### src/hw/rtl/apu_pkg.sv
// Shared types, constants and the square root step for the parameter update block.
package apu_pkg;

    localparam int ADDR_W      = 18;
    localparam int QUEUE_DEPTH = 4;

    localparam logic [1:0] CFG_FIRST_DECAY  = 2'd0;
    localparam logic [1:0] CFG_SECOND_DECAY = 2'd1;
    localparam logic [1:0] CFG_STEP_SIZE    = 2'd2;

    localparam logic [15:0] FIRST_DECAY_RST  = 16'd58982;
    localparam logic [15:0] SECOND_DECAY_RST = 16'd65470;
    localparam logic [15:0] STEP_SIZE_RST    = 16'd16384;

    localparam logic [31:0] ONE_Q31 = 32'h8000_0000;
    localparam logic [31:0] EPS_Q16 = 32'd6554;

    typedef struct packed {
        logic [ADDR_W-1:0]  addr;
        logic signed [31:0] grad;
        logic signed [31:0] pos;
        logic signed [31:0] lo;
        logic signed [31:0] hi;
        logic [31:0]        p1;
        logic [31:0]        p2;
    } apu_item_t;

    typedef struct packed {
        logic [63:0] x;
        logic [63:0] res;
    } sqrt_st_t;

    // one digit of the bit-pair square root
    function automatic sqrt_st_t sqrt_step(input sqrt_st_t s, input logic [63:0] b);
        sqrt_st_t    r;
        logic [63:0] t;
        t = s.res + b;
        if (s.x >= t)
        begin
            r.x   = s.x - t;
            r.res = (s.res >> 1) + b;
        end
        else
        begin
            r.x   = s.x;
            r.res = s.res >> 1;
        end
        return r;
    endfunction

endpackage

### src/hw/rtl/apu_queue.sv
// Short queue of classified words between front and back.
module apu_queue (
    input  logic               clk,
    input  logic               rst_n,
    input  logic               push,
    input  apu_pkg::apu_item_t push_item,
    output logic               full,
    input  logic               pop,
    output logic               empty,
    output apu_pkg::apu_item_t head
);
    import apu_pkg::*;

    localparam int PW = $clog2(QUEUE_DEPTH);

    apu_item_t       store [QUEUE_DEPTH];
    logic [PW-1:0]   wr_ptr_reg, rd_ptr_reg;
    logic [PW:0]     count_reg;

    assign full  = (count_reg == (PW+1)'(QUEUE_DEPTH));
    assign empty = (count_reg == '0);
    assign head  = store[rd_ptr_reg];

    always_ff @(posedge clk)
    begin
        if (push)
            store[wr_ptr_reg] <= push_item;
    end

    always_ff @(posedge clk or negedge rst_n)
    begin
        if (!rst_n)
        begin
            wr_ptr_reg <= '0;
            rd_ptr_reg <= '0;
            count_reg  <= '0;
        end
        else
        begin
            if (push)
                wr_ptr_reg <= wr_ptr_reg + 1'b1;
            if (pop)
                rd_ptr_reg <= rd_ptr_reg + 1'b1;
            if (push && !pop)
                count_reg <= count_reg + 1'b1;
            else if (pop && !push)
                count_reg <= count_reg - 1'b1;
        end
    end

endmodule

### config.mk
export PLATFORM = sky130hd
export DESIGN_NAME = apu_queue
export DESIGN_NICKNAME = d
export VERILOG_FILES = /design/src/hw/rtl/apu_pkg.sv /design/src/hw/rtl/apu_queue.sv
export SDC_FILE = /design/constraint.sdc
export NUM_CORES = 1
export LEC_CHECK = 0
export BUFFER_PORTS_ARGS = -buffer_cell sky130_fd_sc_hd__buf_2
export CAP_MARGIN = 20
export CORE_MARGIN = 2
export CORE_UTILIZATION = 51
export CTS_CLUSTER_DIAMETER = 100
export DETAILED_ROUTE_END_ITERATION = 10
export PLACE_DENSITY = 0.87
export SLEW_MARGIN = 20
export SYNTH_ARGS = -nofsm -noshare
export SYNTH_HDL_FRONTEND = slang
export SYNTH_SLANG_ARGS = --single-unit
### constraint.sdc
create_clock -name clk -period 6.3 [get_ports clk]
set_clock_uncertainty 0.2 [all_clocks]
set_input_delay 0 -clock clk [delete_from_list [all_inputs] [get_ports clk]]
set_output_delay 0 -clock clk [all_outputs]
set_load 0.02 [all_outputs]
==> out/metrics.cfg <==
[global_route]
grt_usage_pct=25.0
grt-busiest-layer=met2
gr-usage-met2_pct=45.0
grt_pass1_vias=17800
grt_start_max_net_pins=116
met1_global_route_usage_pct=29.3
global_route.usage.met3_pct=6.32
grt_antenna_before_repair=9
first_pass_grt_wire_length_mm=115
globalRoute.totalOverflow=0

[finish]
fraction_of_final_layout_cells_with_drive_strength_greater_than_1_pct=37.3
num-fill-cells=3412
num-nets-final=2245
area_taken_by_multi_input_logic_gates_um2=4940
register_area_um2=25400
layout.cells.non_filler=2873
layout_overhead_on_the_synthesized_area_pct=32.0
largest_register_ff_count=840

[timing]
finalMaxSlewViolations=0
max-slew-margin-rel_pct=23.9
tightestPinTransition_ns=1.14
setup_total_negative_slack_ns=0
timing.final.crit_period_ns=3.23
max_clock_freq_mhz=309
timing.final.crit_share_pct=51.3
finish_stage_setup_viols=0
final_hold_viol_count=0
rsz_0062_raised_after_global_routing=no

[yosys]
synth_compound_area_share_pct=0.0163
yosysUniqueCellTypes=20
synth_fp_nets=1351
synth-seq-area-share_pct=82.7
synthesis.area_um2=30700
synth_adder_area_share_pct=0.269
synthSimpleGateAreaFrac_pct=0.159
yosys_register_bits=847
synthMuxAreaShare_pct=15.4
syn_avg_cell_area_um2=27.2
synth_xor_xnor_area_share_pct=0.171
syn_inst=1131
yosys_warnings=0
largest_family_of_logic_cells_by_synthesized_area=multiplexers

[floorplanning]
boundaryPins=426
core_um2=59200
core.rowCount=89
die_area_um2=62200
die-height_um=249
initial_core_util_pct=51.8
die_x_um=249

[detailed_routing]
drt-initial-drc-count=1537
firstDrtPassIters=5
drt-total-wl_mm=77.4
detail_route.drc_violations=0
dr_total_vias=16298
detail_route.vias_per_cell=5.67
detail-route-antenna-nets=0
routed_wire_length_per_instance_um=26.9

[power]
power.share.clock_pct=26.5
power_switching_w=0.00612
internal-power_w=0.0124
power.share.sequential_pct=41.8
overall_power_w=0.0185
p_leak_nw=14.1
vdd_ir_drop_max_mv=0.468
sw_frac_of_total_pct=33.0
p_comb_share_pct=31.7
pwr_density_cell_nw_per_um2=458

[clock_tree]
cts_made_buffers=83
clock_network_latency_to_the_later_pin_of_the_worst_skew_pair_ns=0.61
cts-root-to-sink-buffers=3
path_clk_slew_ns=0.06
cts-root-buf=sky130_fd_sc_hd__clkbuf_16
postCtsSetupRepairBufs=0
tritoncts_num_sinks=847
cts_max_level=3
cts_tree=yes

[hold_path]
whs_endpoint=store[1][42]
hold_depth=2
worstHoldPathType=input port to flip-flop
hp-start=push_item[42]

[placement]
gp_congestion=0.748
detailed_place_hpwl_mm=36.9
place.detailed.instances=2294
buffer_ports.inserted=425

[setup_path]
crit-reg2reg-capture=store[0][86]
crit_required_ns=6.10
rr_worst_depth=4
start_kind=flip-flop
setup.worst_path.class=flip-flop to primary output
rr_startpoint=wr_ptr_reg[0]
path_max_fanout=76
critical_path.endpoint_type=primary output
rrSetupSlack_ns=3.43
worst_ep_arrival_time_ns=3.03

[status]
outcome=complete, no violations

[flow_run]
cap_violations=0

how the worst max path moves through the flow:
stage,cells past startpoint,to,slack (ns),from
after global routing,3,head[51],2.99,rd_ptr_reg[1]
after CTS,3,head[45],3.05,rd_ptr_reg[1]
after global placement,4,store[0][91],3.51,wr_ptr_reg[0]
final,3,head[51],3.07,rd_ptr_reg[1]
after detailed placement,4,store[0][87],3.45,wr_ptr_reg[0]
after floorplan,3,store[2][0],0.12,wr_ptr_reg[0]
power by group through the flow:
stage                     Combinational, W  Clock [W]  Sequential (W)
after detailed placement           0.00556          0         0.00778
after CTS                          0.00583    0.00488         0.00770
final                              0.00587    0.00492         0.00775
after global placement             0.00549          0         0.00768
after global routing               0.00615    0.00519         0.00780
after floorplan                    0.00395          0         0.00786
cells by family (layout without fill, tap and decap cells):
logic type	after synthesis	in the layout
flip-flops	847	847
XOR/XNOR	6	6
buffers and inverters	51	1015
multiplexers	211	211
AO/OA/AOI/OAI	1	1
adder cells (fa/ha/maj)	6	6
AND/OR/NAND/NOR	9	9
other	0	5
critical path: stages (launching register included):
cell                      delay (ns)
sky130_fd_sc_hd__dfrtp_4        0.75
sky130_fd_sc_hd__buf_4          0.90
sky130_fd_sc_hd__mux4_2         0.45
sky130_fd_sc_hd__buf_2          0.18
cells in the final DEF, fill, tap and decap left out, types with 7 or more instances in the layout:
master	netlist	layout
sky130_fd_sc_hd__edfxtp_1	840	840
sky130_fd_sc_hd__buf_2	21	425
sky130_fd_sc_hd__dlygate4sd3_1	0	419
sky130_fd_sc_hd__mux4_2	210	210
sky130_fd_sc_hd__clkbuf_16	0	84
sky130_fd_sc_hd__clkinv_2	0	18
sky130_fd_sc_hd__clkbuf_1	3	18
sky130_fd_sc_hd__clkinv_1	0	9
sky130_fd_sc_hd__clkinvlp_4	0	7
sky130_fd_sc_hd__buf_12	0	7
area by class of cell:
| type | instances | share of cell area [%] |
|---|---|---|
| multi-input cells | 233 | 12.2 |
| diodes | 5 | 0.0309 |
| clock inverters | 48 | 1.11 |
| inverters | 4 | 0.0370 |
| well taps | 773 | 2.39 |
| clock buffers | 107 | 5.52 |
| flip-flops and latches | 847 | 62.7 |
| repair buffers | 856 | 16.0 |
repair_timing:
action                    4_1_cts  5_1_grt
hold buffers                  418        1
hold endpoints to repair      963        2
gates resized for setup         0        0
through the flow:
step           util, %  area, µm²  hold WS (ns)  setup slack, ns
2_1_floorplan        -      30700        -0.496            0.115
3_5_place_dp      56.8      33600        -0.343             3.45
6_report          68.4      40500       0.00700             3.07
5_1_grt           68.4      40500        0.0114             2.99
4_1_cts           68.4      40500      0.000917             3.05
3_3_place_gp      56.8      33600        -0.350             3.51
synthesized netlist by cell type:
cell	number	area [µm²]
sky130_fd_sc_hd__and2_1	4	25.0
sky130_fd_sc_hd__xnor2_1	2	17.5
sky130_fd_sc_hd__inv_1	4	15.0
sky130_fd_sc_hd__fa_1	1	20.0
sky130_fd_sc_hd__o21ai_0	1	5.00
sky130_fd_sc_hd__buf_1	1	3.75
sky130_fd_sc_hd__edfxtp_1	840	25200
sky130_fd_sc_hd__buf_6	21	236
sky130_fd_sc_hd__mux2_2	1	11.3
sky130_fd_sc_hd__clkbuf_1	3	11.3
sky130_fd_sc_hd__dfrtp_1	7	175
sky130_fd_sc_hd__buf_2	21	105
sky130_fd_sc_hd__nor3b_1	1	7.51
sky130_fd_sc_hd__nor2_1	1	3.75
sky130_fd_sc_hd__xor2_1	4	35.0
sky130_fd_sc_hd__mux4_2	210	4730
sky130_fd_sc_hd__nand2_1	2	7.51
sky130_fd_sc_hd__buf_4	1	7.51
sky130_fd_sc_hd__ha_1	5	62.6
sky130_fd_sc_hd__nor3_1	1	5.00
layer usage:
| metal | routed length (µm) | vias to the layer above | part of all wire, % |
|---|---|---|---|
| li1 | - | 6729 | - |
| met4 | 2530 | 6 | 3.3 |
| met5 | 40 | - | 0.052 |
| met2 | 41600 | 910 | 54 |
| met3 | 6330 | 166 | 8.2 |
| met1 | 26900 | 8487 | 35 |
Power figures use the tool's default switching activity.
