[config.mk]
export PLATFORM = sky130hd
export DESIGN_NAME = apu_front
export DESIGN_NICKNAME = d
export VERILOG_FILES = /design/src/hw/rtl/apu_pkg.sv /design/src/hw/rtl/apu_front.sv
export SDC_FILE = /design/constraint.sdc
export NUM_CORES = 2
export LEC_CHECK = 0
export ABC_CLOCK_PERIOD_IN_PS = 21200
export BUFFER_PORTS_ARGS = -buffer_cell sky130_fd_sc_hd__buf_2
export CELL_PAD_IN_SITES_DETAIL_PLACEMENT = 1
export CELL_PAD_IN_SITES_GLOBAL_PLACEMENT = 2
export CORE_ASPECT_RATIO = 1.4
export CORE_MARGIN = 1
export CORE_UTILIZATION = 42
export CTS_CLUSTER_SIZE = 14
export DETAILED_ROUTE_END_ITERATION = 7
export GPL_TIMING_DRIVEN = 0
export PLACE_DENSITY_LB_ADDON = 0.1
export SYNTH_ARGS = -nofsm -noshare
export SYNTH_HDL_FRONTEND = slang
export SYNTH_SLANG_ARGS = --single-unit
[constraint.sdc]
create_clock -name clk -period 21.2 [get_ports clk]
set_input_delay 4.24 -clock clk [delete_from_list [all_inputs] [get_ports clk]]
set_output_delay 4.24 -clock clk [all_outputs]
set_load 0.02 [all_outputs]
[src/hw/rtl/apu_pkg.sv]
// Shared types, constants and the square root step for the parameter update block.
package apu_pkg;

    localparam int ADDR_W      = 18;
    localparam int QUEUE_DEPTH = 4;

    localparam logic [1:0] CFG_FIRST_DECAY  = 2'd0;
    localparam logic [1:0] CFG_SECOND_DECAY = 2'd1;
    localparam logic [1:0] CFG_STEP_SIZE    = 2'd2;

    localparam logic [15:0] FIRST_DECAY_RST  = 16'd58982;
    localparam logic [15:0] SECOND_DECAY_RST = 16'd65470;
    localparam logic [15:0] STEP_SIZE_RST    = 16'd16384;

    localparam logic [31:0] ONE_Q31 = 32'h8000_0000;
    localparam logic [31:0] EPS_Q16 = 32'd6554;

    typedef struct packed {
        logic [ADDR_W-1:0]  addr;
        logic signed [31:0] grad;
        logic signed [31:0] pos;
        logic signed [31:0] lo;
        logic signed [31:0] hi;
        logic [31:0]        p1;
        logic [31:0]        p2;
    } apu_item_t;

    typedef struct packed {
        logic [63:0] x;
        logic [63:0] res;
    } sqrt_st_t;

    // one digit of the bit-pair square root
    function automatic sqrt_st_t sqrt_step(input sqrt_st_t s, input logic [63:0] b);
        sqrt_st_t    r;
        logic [63:0] t;
        t = s.res + b;
        if (s.x >= t)
        begin
            r.x   = s.x - t;
            r.res = (s.res >> 1) + b;
        end
        else
        begin
            r.x   = s.x;
            r.res = s.res >> 1;
        end
        return r;
    endfunction

endpackage

[src/hw/rtl/apu_front.sv]
// Front end: accepts words, reduces indexes, advances decay powers, feeds the queue.
module apu_front #(
    parameter int MAX_POINTS = 128,
    parameter int MAX_DIM    = 32
) (
    input  logic               clk,
    input  logic               rst_n,
    input  logic               in_valid,
    output logic               in_stall,
    input  logic [6:0]         point_index,
    input  logic [4:0]         dim_index,
    input  logic               new_step,
    input  logic signed [31:0] grad_value,
    input  logic signed [31:0] position,
    input  logic signed [31:0] lower_bound,
    input  logic signed [31:0] upper_bound,
    input  logic [15:0]        first_decay,
    input  logic [15:0]        second_decay,
    input  logic               q_full,
    input  logic               clearing,
    output logic               push,
    output apu_pkg::apu_item_t push_item
);
    import apu_pkg::*;

    localparam logic [ADDR_W-1:0] MP = ADDR_W'(MAX_POINTS);
    localparam logic [ADDR_W-1:0] MD = ADDR_W'(MAX_DIM);

    logic [31:0]       p1_reg, p1_next;
    logic [31:0]       p2_reg, p2_next;
    logic [47:0]       p1_prod, p2_prod;
    logic [ADDR_W-1:0] pr, dr;

    assign in_stall = q_full | clearing;
    assign push     = in_valid & ~in_stall;

    // index modulo by restoring subtraction, narrow values only
    always_comb
    begin
        pr = ADDR_W'(point_index);
        for (int k = 6; k >= 0; k--)
        begin
            if (pr >= (MP << k))
                pr = pr - (MP << k);
        end
        dr = ADDR_W'(dim_index);
        for (int k = 4; k >= 0; k--)
        begin
            if (dr >= (MD << k))
                dr = dr - (MD << k);
        end
    end

    assign p1_prod = p1_reg * first_decay;
    assign p2_prod = p2_reg * second_decay;
    assign p1_next = new_step ? p1_prod[47:16] : p1_reg;
    assign p2_next = new_step ? p2_prod[47:16] : p2_reg;

    always_comb
    begin
        push_item.addr = pr * MD + dr;
        push_item.grad = grad_value;
        push_item.pos  = position;
        push_item.lo   = lower_bound;
        push_item.hi   = upper_bound;
        push_item.p1   = p1_next;
        push_item.p2   = p2_next;
    end

    always_ff @(posedge clk or negedge rst_n)
    begin
        if (!rst_n)
        begin
            p1_reg <= ONE_Q31;
            p2_reg <= ONE_Q31;
        end
        else if (push)
        begin
            p1_reg <= p1_next;
            p2_reg <= p2_next;
        end
    end

endmodule

==> impl_results.md <==
- Number of global-route vias before repair: approximately 32,000
- Post-CTS repair timing setup buffer count: 0
- Num Clock Sinks: between 60 and 70
- RSZ-0062 raised after global routing: no
- Top flip-flop cell by instance count after synthesis: dfrtp_1
- Synthesized instance count: 4,020
- WS Path Type: in2out
- Worst hold path type: reg2reg
- Global placement routability congestion: 0.9335
- Area of the die: 85,630 µm²
- Die Span X: 247.6 µm
- Data required time at the worst endpoint: 16.96 ns
- Design Power: 434.2 µW
- Capturing element type of the critical path: primary output
- Pin count of the biggest net entering global routing: 50
- TritonCTS buffer count: 9
- Clock-pin slew reported for the worst setup and hold paths after clock tree synthesis: 0.07 ns
- Leak: 19.90 nW
- Slew at the pin with the worst max-slew slack: 1.355 ns
- H-tree depth: 3
- Total wirelength of the detailed-routed design: approximately 130,000 µm
- Instance area at placement: 38,110 µm²
- Average footprint of a synthesized cell: about 9 µm²
- Footprint of the flip-flops and latches: 1604 µm²
- Nets: ~5,500
- Vias after detailed routing: between 20,000 and 30,000
- Max rail drop VDD: 0.00003109 V
- Initial DRC count: 1,267
- Post-CTS resize count: 0
- Unique cell type count in the Yosys netlist: 62
- Critical path launch point type: input port
- GRT Util Overall: 30.89%
- Summed negative setup slack over all endpoints: 0 ns
- Total of fill cells in the finished design: roughly 10,000
- Placed wire-length estimate: 110,600 µm
- CTS tree: yes
- Worst slack, placed: 3.665 ns
- Failing checks: DRC
- Final setup violation count: 0
- Layout cell share with drive strength beyond 1: 11.88%
- I/O pin count: 390
- Longest Clk Path Bufs: 2
- Data arrival at the endpoint of the critical path: roughly 13 ns
- Relative slew slack: 8.517%
- Final global-route overflow total: 0
- Ys Warns: 0
- Worst setup slack after layout: 3.753 ns
- Pwr dens: 11.29 nW/µm²
- Via/cell ratio: 5.164
- Starting density of the core: about 43%
- Multi-input logic area: 28,740 µm²
- Final period util: 82.30%
- Most common cell after layout, fill and taps aside: inv_1
- Worst Skew: approximately 0.012 ns
- Cell Rows: 125
- Post-detailed-route count of antenna-violating nets: 0
- First-pass GRT wire length: 194,500 µm
- Count of final hold-check violations: 0
- Crit Path Max Fanout: 10
- Number of slew-limit violations in the final report: 0
- EDFF count, synth: 0
- Worst R2R Path Depth: 22
- Hold depth: 1
- Result of the run: finished with violations
- Layout Area Growth over Synthesis: 8.396%
- Top library cells by usage in the layout, fill and taps aside: inv_1, fa_1, nand2_1
- Area of the core: 83,360 µm²
- Clock latency of the later-clocked register in the worst-skew pair: 0.38 ns
- Pre-Repair DR Iteration Count: 8
- Quantity of I/O buffers inserted on ports: 242
- DRC errors left: 42
- Hold_buf cts: 0
- Share of the yosys chip area belonging to registers: under 10%
- Minimum clock period: 17.45 ns
- Number of antenna violations at the first check in global routing: 3
- Count of max-cap constraint violations: 0
- Final std cell area, no fill: 38,450 µm²
- Min Hold Slack: a little over 0.7 ns
- Cell at the root of the clock tree: clkbuf_16
- Achievable Freq: 0.05732 GHz
- Die height: 345.8 µm
- Post-synthesis register bit count: 64
- Combined area of all synthesized cells: 35,470 µm²
- WL/cell: 23.64 µm
- Share of synthesized flip-flops with an asynchronous set or reset: 100.0%
-- routing by layer --
metal  vias to the layer above  global-route usage, %  wire length, µm
li1                      12150                      -                -
met1                     14710                  34.38            46150
met2                       641                  58.73            70420
met3                       230                  2.483             3974
met4                         0                  13.66             6416
met5                         -                      0                0
-- Yosys cell counts, drive strengths merged (2+ instances only) --
cell type / number / area (µm²)
a21o: 29 / 217.7
o311ai: 2 / 17.52
or2: 3 / 18.77
o21a: 9 / 67.56
nand4: 27 / 168.9
nand3: 13 / 65.06
nor2b: 7 / 43.79
a21oi: 87 / 439.2
a31oi: 11 / 68.82
o21ai: 42 / 214.0
inv: 882 / 3311
a311oi: 2 / 17.52
nand2: 739 / 2774
o31ai: 7 / 57.55
a41oi: 3 / 26.28
a211oi: 4 / 30.03
mux2: 84 / 945.9
dfrtp: 62 / 1551
o21bai: 13 / 97.59
fa: 834 / 16700
and3b: 2 / 17.52
a221oi: 5 / 62.56
a2111oi: 2 / 36.29
buf: 150 / 1112
a221o: 4 / 40.04
xnor2: 44 / 385.4
nor3: 6 / 30.03
ha: 234 / 2928
and3: 8 / 50.05
clkbuf: 193 / 724.4
nor2: 39 / 146.4
and2: 420 / 2628
xor2: 22 / 192.7
o211ai: 4 / 30.03
nand2b: 5 / 31.28
dfstp: 2 / 52.55
o21ba: 3 / 30.03
-- through the flow --
step | util, % | instances
CTS | 46.10 | 5365
detailed placement | 45.71 | 5349
finish | 46.12 | 5370
global route | 46.11 | 5366
floorplan | - | 4025
global placement | 45.64 | 5346
-- layout make-up --
cell class	count	share of cell area (%)
well taps	1079	3.512
plain buffers	343	4.778
repair buffers	245	3.287
multi-input cells	2735	74.75
clock inverters	7	0.2669
flip-flops and latches	64	4.172
clock buffers	9	0.5858
diodes	5	0.03254
inverters	883	8.621
-- power breakdown --
group / internal, mW / switching [mW] / leakage, nW / total, mW
clock network: 0.104 / 0.0766 / 0.157 / 0.181
registers: 0.122 / 0 / 0.887 / 0.122
logic: 0.0373 / 0.0939 / 18.9 / 0.131
total: 0.264 / 0.170 / 19.9 / 0.434
-- final timing paths --
path / startpoint / to / slack [ns]
setup reg to reg: p2_reg[10]$_DFFE_PN0P_ / p2_reg[23]$_DFFE_PN0P_ / 12.63
min in group asynchronous: rst_n / p2_reg[17]$_DFFE_PN0P_ / 3.76
setup / recovery: first_decay[7] / push_item[63] / 3.75
max in group asynchronous: rst_n / p1_reg[31]$_DFFE_PN1P_ / 16.78
hold reg to reg: p1_reg[0]$_DFFE_PN0P_ / p1_reg[0]$_DFFE_PN0P_ / 0.71
hold / removal: p1_reg[0]$_DFFE_PN0P_ / p1_reg[0]$_DFFE_PN0P_ / 0.71
-- worst max-delay path, stage by stage --
cell      delay, ns
buf_2          0.24
clkbuf_1       0.71
nand2_1        0.18
fa_1           0.58
inv_1          0.06
fa_1           0.50
fa_1           0.58
fa_1           0.46
fa_1           0.53
inv_1          0.06
fa_1           0.48
inv_1          0.06
ha_1           0.42
a21oi_1        0.24
o21ai_1        0.13
nand2b_1       0.21
a31oi_1        0.41
o31ai_2        0.20
a221oi_2       0.61
o31a_1         0.43
o211ai_1       0.17
and3_1         0.23
o311ai_0       1.13
buf_2          0.34
-- kinds of logic (layout without fill, tap and decap cells) --
| group | count (synthesis) | in the layout | synth area share (%) |
|---|---|---|---|
| AOI/OAI and AO/OA | 237 | 237 | 4.360 |
| xor gates and xnor gates | 66 | 66 | 1.630 |
| adders and majority gates | 1068 | 1068 | 55.33 |
| buffers and inverters | 1226 | 1487 | 14.52 |
| DFF | 64 | 64 | 4.523 |
| muxes | 84 | 84 | 2.667 |
| other | 1 | 11 | 0.01057 |
| and+or+nand+nor | 1274 | 1274 | 16.96 |
Power figures use the tool's default switching activity.
